$ cat src/scf_pkg.sv
package scf_pkg;

	localparam logic [7:0]  FRAME_TAG = 8'h5A;
	localparam logic [15:0] CRC_POLY  = 16'hA001;
	localparam logic [15:0] CRC_INIT  = 16'hFFFF;
	localparam logic [7:0]  LEN_BASE  = 8'd5;
	localparam logic [7:0]  CNT_MAX   = 8'hFF;

	localparam int unsigned N_PHASE = 7;

	typedef logic [2:0] phase_t;

	localparam phase_t PH_TAG   = 3'd0;
	localparam phase_t PH_LEN   = 3'd1;
	localparam phase_t PH_CMD   = 3'd2;
	localparam phase_t PH_PARAM = 3'd3;
	localparam phase_t PH_DATA  = 3'd4;
	localparam phase_t PH_CRCH  = 3'd5;
	localparam phase_t PH_CRCL  = 3'd6;

	typedef struct packed {
		logic       frame_start;
		logic       frame_end;
		logic       byte_present;
		logic [7:0] payload_byte;
		logic [7:0] command_code;
		logic       param_present;
		logic [7:0] param_value;
		logic [7:0] payload_length;
	} cmd_item_t;

	typedef struct packed {
		logic [7:0] out_byte;
		logic       run_last;
		logic       frame_done;
		logic       length_error;
	} frame_item_t;

	function automatic logic [15:0] crc_feed(input logic [15:0] crc, input logic [7:0] b);
		logic [15:0] c;
		c = crc ^ {8'h00, b};
		for (int k = 0; k < 8; k++) begin
			if (c[0]) begin
				c = (c >> 1) ^ CRC_POLY;
			end else begin
				c = c >> 1;
			end
		end
		return c;
	endfunction

endpackage

$ cat src/scf_if.sv
interface scf_cmd_if import scf_pkg::*; ();
	logic      valid;
	logic      ready;
	cmd_item_t payload;

	modport source (output valid, output payload, input ready);
	modport sink (input valid, input payload, output ready);
endinterface

interface scf_frame_if import scf_pkg::*; ();
	logic        valid;
	logic        ready;
	frame_item_t payload;

	modport source (output valid, output payload, input ready);
	modport sink (input valid, input payload, output ready);
endinterface

$ cat src/serial_command_framer_crc16.sv
// channel    dir  word                                   handshake
// cmd_in     in   cmd_item_t: start/end/byte/cmd/param   valid & ready
// frame_out  out  frame_item_t: byte and frame flags     valid & ready
//
// One output byte per cycle while frame_out is ready. An item holds the
// input until it has yielded its bytes: a plain payload item streams at
// that rate; a start or end item holds it for its header or CRC bytes.
// The rate is set by the single output register and the one-byte CRC step.
// Reset clears the frame state, the item valid flag and the output valid.
// A stalled output holds its word; the next byte waits in the item register.
module serial_command_framer_crc16 import scf_pkg::*; (
	input  logic         clk,
	input  logic         arst_n,
	scf_cmd_if.sink      cmd_in,
	scf_frame_if.source  frame_out
);

	logic        item_v_q;
	cmd_item_t   item_q;
	phase_t      phase_q;
	logic [15:0] crc_q;
	logic        frame_open_q;
	logic [7:0]  bytes_seen_q;
	logic [7:0]  bytes_expected_q;
	logic        out_v_q;
	frame_item_t out_q;

	logic               open_eff;
	logic [N_PHASE-1:0] en;
	logic [N_PHASE-1:0] avail;
	phase_t             sel;
	logic               found;
	logic               more;
	logic               out_free;
	logic               emit;
	logic               done_now;
	logic [7:0]         cur_byte;
	logic [7:0]         len_byte;

	assign open_eff = frame_open_q | item_q.frame_start;
	assign len_byte = item_q.payload_length + LEN_BASE + {7'd0, item_q.param_present};

	always_comb begin
		en[PH_TAG]   = item_q.frame_start;
		en[PH_LEN]   = item_q.frame_start;
		en[PH_CMD]   = item_q.frame_start;
		en[PH_PARAM] = item_q.frame_start & item_q.param_present;
		en[PH_DATA]  = item_q.byte_present & open_eff;
		en[PH_CRCH]  = item_q.frame_end & open_eff;
		en[PH_CRCL]  = item_q.frame_end & open_eff;
	end

	always_comb begin
		sel   = PH_TAG;
		found = 1'b0;
		more  = 1'b0;
		for (int k = 0; k < N_PHASE; k++) begin
			avail[k] = item_v_q & en[k] & (phase_t'(k) >= phase_q);
			if (avail[k]) begin
				if (found) begin
					more = 1'b1;
				end else begin
					sel   = phase_t'(k);
					found = 1'b1;
				end
			end
		end
	end

	always_comb begin
		unique case (sel)
			PH_TAG:   cur_byte = FRAME_TAG;
			PH_LEN:   cur_byte = len_byte;
			PH_CMD:   cur_byte = item_q.command_code;
			PH_PARAM: cur_byte = item_q.param_value;
			PH_DATA:  cur_byte = item_q.payload_byte;
			PH_CRCH:  cur_byte = crc_q[15:8];
			PH_CRCL:  cur_byte = crc_q[7:0];
			default:  cur_byte = item_q.payload_byte;
		endcase
	end

	assign out_free     = ~out_v_q | frame_out.ready;
	assign emit         = found & out_free;
	assign done_now     = item_v_q & (~found | (emit & ~more));
	assign cmd_in.ready = ~item_v_q | done_now;

	always_ff @(posedge clk or negedge arst_n) begin
		if (!arst_n) begin
			item_v_q <= 1'b0;
			phase_q  <= PH_TAG;
		end else begin
			if (cmd_in.valid && cmd_in.ready) begin
				item_v_q <= 1'b1;
				phase_q  <= PH_TAG;
			end else if (done_now) begin
				item_v_q <= 1'b0;
				phase_q  <= PH_TAG;
			end else if (emit) begin
				phase_q <= sel + phase_t'(1);
			end
		end
	end

	always_ff @(posedge clk) begin
		if (cmd_in.valid && cmd_in.ready) begin
			item_q <= cmd_in.payload;
		end
	end

	always_ff @(posedge clk or negedge arst_n) begin
		if (!arst_n) begin
			crc_q            <= CRC_INIT;
			frame_open_q     <= 1'b0;
			bytes_seen_q     <= '0;
			bytes_expected_q <= '0;
		end else if (emit) begin
			unique case (sel)
				PH_TAG: begin
					crc_q            <= crc_feed(CRC_INIT, FRAME_TAG);
					frame_open_q     <= 1'b1;
					bytes_seen_q     <= '0;
					bytes_expected_q <= item_q.payload_length;
				end
				PH_LEN, PH_CMD, PH_PARAM: begin
					crc_q <= crc_feed(crc_q, cur_byte);
				end
				PH_DATA: begin
					crc_q <= crc_feed(crc_q, cur_byte);
					if (bytes_seen_q != CNT_MAX) begin
						bytes_seen_q <= bytes_seen_q + 8'd1;
					end
				end
				PH_CRCH: begin
				end
				PH_CRCL: begin
					crc_q        <= CRC_INIT;
					frame_open_q <= 1'b0;
				end
				default: begin
				end
			endcase
		end
	end

	always_ff @(posedge clk or negedge arst_n) begin
		if (!arst_n) begin
			out_v_q <= 1'b0;
		end else if (out_free) begin
			out_v_q <= emit;
		end
	end

	always_ff @(posedge clk) begin
		if (emit) begin
			out_q.out_byte     <= cur_byte;
			out_q.run_last     <= ~more;
			out_q.frame_done   <= (sel == PH_CRCL);
			out_q.length_error <= (sel == PH_CRCL) && (bytes_seen_q != bytes_expected_q);
		end
	end

	assign frame_out.valid   = out_v_q;
	assign frame_out.payload = out_q;

	a_done_is_last: assert property (@(posedge clk) disable iff (!arst_n)
		out_v_q && out_q.frame_done |-> out_q.run_last)
		else $error("frame_done without run_last");

	a_err_on_done: assert property (@(posedge clk) disable iff (!arst_n)
		out_v_q && out_q.length_error |-> out_q.frame_done)
		else $error("length_error outside frame end");

	a_close_resets: assert property (@(posedge clk) disable iff (!arst_n)
		emit && sel == PH_CRCL |=> crc_q == CRC_INIT && !frame_open_q)
		else $error("frame not closed after CRC");

	a_idle_ready: assert property (@(posedge clk) disable iff (!arst_n)
		!item_v_q |-> cmd_in.ready)
		else $error("input stalled with empty item register");

	a_no_overwrite: assert property (@(posedge clk) disable iff (!arst_n)
		out_v_q && !frame_out.ready |=> out_v_q && $stable(out_q))
		else $error("output word lost under stall");

endmodule

$ cat src/flat_wrapper.sv
// flat-port wrapper written by rule: the top's interface ports become plain ports
module serial_command_framer_crc16_flat import scf_pkg::*;
  (clk, arst_n, cmd_in_valid, cmd_in_payload, cmd_in_ready, frame_out_valid, frame_out_payload, frame_out_ready);
  scf_cmd_if cmd_in_i ();
  scf_frame_if frame_out_i ();
  input  logic clk;
  input  logic arst_n;
  input wire logic [$bits(cmd_in_i.valid)-1:0] cmd_in_valid;
  input wire logic [$bits(cmd_in_i.payload)-1:0] cmd_in_payload;
  output wire logic [$bits(cmd_in_i.ready)-1:0] cmd_in_ready;
  output wire logic [$bits(frame_out_i.valid)-1:0] frame_out_valid;
  output wire logic [$bits(frame_out_i.payload)-1:0] frame_out_payload;
  input wire logic [$bits(frame_out_i.ready)-1:0] frame_out_ready;
  assign cmd_in_i.valid = cmd_in_valid;
  assign cmd_in_i.payload = cmd_in_payload;
  assign cmd_in_ready = cmd_in_i.ready;
  assign frame_out_valid = frame_out_i.valid;
  assign frame_out_payload = frame_out_i.payload;
  assign frame_out_i.ready = frame_out_ready;
  serial_command_framer_crc16 u_core (.clk(clk), .arst_n(arst_n), .cmd_in(cmd_in_i), .frame_out(frame_out_i));
endmodule
$ cat config.mk
export PLATFORM = sky130hd
export DESIGN_NAME = serial_command_framer_crc16_flat
export DESIGN_NICKNAME = d
export VERILOG_FILES = /design/src/scf_pkg.sv /design/src/scf_if.sv /design/src/serial_command_framer_crc16.sv /design/src/flat_wrapper.sv
export SDC_FILE = /design/constraint.sdc
export NUM_CORES = 1
export LEC_CHECK = 0
export ABC_AREA = 1
export BUFFER_PORTS_ARGS = -buffer_cell sky130_fd_sc_hd__buf_4
export CAP_MARGIN = 20
export CORE_MARGIN = 1
export CORE_UTILIZATION = 26
export CTS_CLUSTER_SIZE = 8
export DETAILED_ROUTE_END_ITERATION = 10
export PLACE_DENSITY = 0.5
export SLEW_MARGIN = 0
export SYNTH_ARGS = -nofsm -noshare
export SYNTH_HDL_FRONTEND = slang
export SYNTH_SLANG_ARGS = --single-unit
$ cat constraint.sdc
create_clock -name clk -period 4.1 [get_ports clk]
set_input_delay 0.82 -clock clk [delete_from_list [all_inputs] [get_ports clk]]
set_output_delay 0.82 -clock clk [all_outputs]
set_load 0.05 [all_outputs]
==> metrics.md <==
| Metric | Value |
|---|---|
| Residual DRC count | `0` |
| Ys async rst share | `44.7%` |
| Final hold vios | `0` |
| Core area | `16600 µm²` |
| Seq/Total Area, Yosys | `53.7%` |
| Hold Crit Class | `in2async` |
| Clock Latency Late Sink | `0.35 ns` |
| Initial antenna violation count | `0` |
| Reg-to-Reg End | `u_core.crc_q[0]` |
| Crit path top cell by count | `nand2_1` |
| CP max FO | `16` |
| Die X-Extent | `133 µm` |
| RR Startpoint | `u_core.en[0]` |
| Worst-Margin Slew | `0.680 ns` |
| Share of layout cells above drive strength 1 | `19.3%` |
| Number of buffers created by CTS | `9` |
| Crit start category | `flip-flop` |
| Antenna-violating nets left | `0` |
| Final setup viols | `0` |
| Mean Syn Cell Area | `8.91 µm²` |
| Skew final | `0.00777 ns` |
| Count of cell types in the netlist | `35` |
| CP Class | `reg2reg` |
| Final worst path period share | `90.1%` |
| Layout Nets | `607` |
| Yosys reg bits | `85` |
| Synthesized instance count | `498` |
| Buffers added on ports | `52` |
| Vias in the first global route | `3431` |
| Clock buffer depth | `2` |
| Full die area | `17600 µm²` |
| Starting DRT DRC Count | `216` |
| CP peak stage delay | `0.41 ns` |
| Die height | `133 µm` |
| Vias per cell | `4.50` |
| Synth warn | `0` |
| IO Pins | `53` |
| Root buffer cell | `clkbuf_16` |
| Area Growth Syn to Fin | `21.8%` |
| FILL cells | `1735` |
| Design Area, Final | `5400 µm²` |
| Global-route congestion overflow total | `0` |
| Post-Syn Nets | `546` |
| Req. time, crit path | `4.39 ns` |
| Final min period | `3.69 ns` |
| Per-cell routed wire length | `14.7 µm` |
| CTS sink cnt | `85` |
| Via count | `3530` |
| Slew Limit Fails | `0` |
| Largest net degree at the start of global routing | `39` |
| TritonCTS clock tree | `done` |
| RSZ-0062 raised after global routing | `no` |
| H-Tree Level Count | `3` |
| Top_reg_cell synth | `edfxtp_1` |
| GP Congestion | `0.849` |
| R2r worst-path depth | `26` |
| TNS Setup | `0 ns` |
| Buf/Inv on CP | `3` |
| Clk slew on worst S/H paths | `0.06 ns` |
| Diodes inserted | `0` |
| Kind of end point of the critical path | `flip-flop` |
| Initial Utilization | `26.7%` |
| Post-DP HPWL | `8640 µm` |
| DRT Pass-1 Iters | `5` |
| Reg2reg setup slack | `0.41 ns` |
| Max Freq | `0.271 GHz` |
| Post-Syn Area | `4440 µm²` |
| Tot GR Track Use | `13.6%` |
| Slew headroom | `54.6%` |
| Largest delay share family, worst path | `simple AND/OR/NAND/NOR gates` |
| First-pass GRT wire length | `18000 µm` |
| Slowest-stage cell, CP | `edfxtp_1` |
| Max_cap viols | `0` |
| Cell area after placement | `5100 µm²` |
| WL final | `11500 µm` |
| Status | `finished clean` |
| Post-synth EDFFs | `47` |
| Worst EP arrival | `3.98 ns` |
| # rows | `47` |
what timing repair did:
action                     4_1_cts  5_1_grt
hold buffers                     0        0
buffers inserted                 0        0
setup endpoints to repair        0        1
resized for setup                0        1
layout by cell type, fill, tap and decap left out, drive strengths merged, types with 9 or more instances in the layout:
cell type,count
edfxtp,47
dfrtp,22
inv,70
clkbuf,12
o21ai,27
buf,58
nor2,44
nand3,50
a21oi,11
nand2,135
xor2,13
a22oi,9
dfstp,16
state kept, by name (all words and copies together), names as in the netlist:
register / flops
u_core.bytes_expected_q: 8
u_core.bytes_seen_q: 8
u_core.item_v_q: 1
u_core.item_q: 35
u_core.frame_out.valid: 1
u_core.frame_out.payload: 11
u_core.crc_q: 16
u_core.frame_open_q: 1
u_core.en: 1
u_core.phase_q: 3
area by class of cell:
class	instances	area [µm²]	area share, %
inverter	71	267	4.93
clock inverter	4	47.5	0.880
timing repair buffer	58	435	8.06
sequential	85	2380	44.1
multi-input combinational	334	1750	32.4
tap	220	275	5.10
clock buffer	12	246	4.56
routing by layer:
layer  up-vias  share of wire, %  track usage [%]
met5         -                 0                0
met4         0               2.6             6.51
met3        23               4.7             3.41
met2        91                45             20.8
met1      1655                48             18.0
li1       1761                 -                -
kinds of logic after synthesis:
logic type	count (synthesis)	synth area share [%]
compound gates	58	7.79
flops	85	53.7
buf+inv	79	7.19
xor+xnor	18	3.55
fa+ha+maj	8	2.26
simple gates	250	25.5
worst max path at each step:
stage	from	cells after the start	endpoint	slack (ns)
CTS	u_core.en[0]	26	u_core.crc_q[0]	0.41
floorplan	u_core.phase_q[1]	7	u_core.en[0]	0.66
global placement	u_core.en[0]	26	u_core.crc_q[0]	0.59
global route	u_core.en[0]	26	u_core.crc_q[0]	0.005
finish	u_core.en[0]	26	u_core.crc_q[0]	0.41
detailed placement	u_core.en[0]	26	u_core.crc_q[0]	0.42
through the flow:
step | hold WS, ns | setup slack, ns | std cells | utilization (%)
detailed placement | 0.487 | 0.418 | 768 | 30.7
finish | 0.462 | 0.408 | 784 | 32.5
global route | 0.498 | 0.00499 | 784 | 32.5
floorplan | 0.461 | 0.661 | 498 | -
CTS | 0.474 | 0.406 | 784 | 32.4
global placement | 0.480 | 0.587 | 768 | 30.7
cells in the mapped netlist, types with 6 or more instances:
| library cell | n | area, µm² |
|---|---|---|
| nand2_1 | 123 | 462 |
| inv_1 | 70 | 263 |
| edfxtp_1 | 47 | 1410 |
| nand3_1 | 46 | 230 |
| nor2_1 | 44 | 165 |
| o21ai_0 | 26 | 130 |
| dfrtp_1 | 22 | 551 |
| dfstp_2 | 16 | 420 |
| xor2_1 | 13 | 114 |
| a21oi_1 | 11 | 55.1 |
| a22oi_1 | 8 | 60.1 |
| ha_1 | 8 | 100 |
| nand2_2 | 8 | 50.1 |
| nand4_1 | 7 | 43.8 |
| or2_1 | 6 | 37.5 |
Power is not shown: default switching activity piles up to over one toggle a cycle in this logic, so the estimate is an artifact.
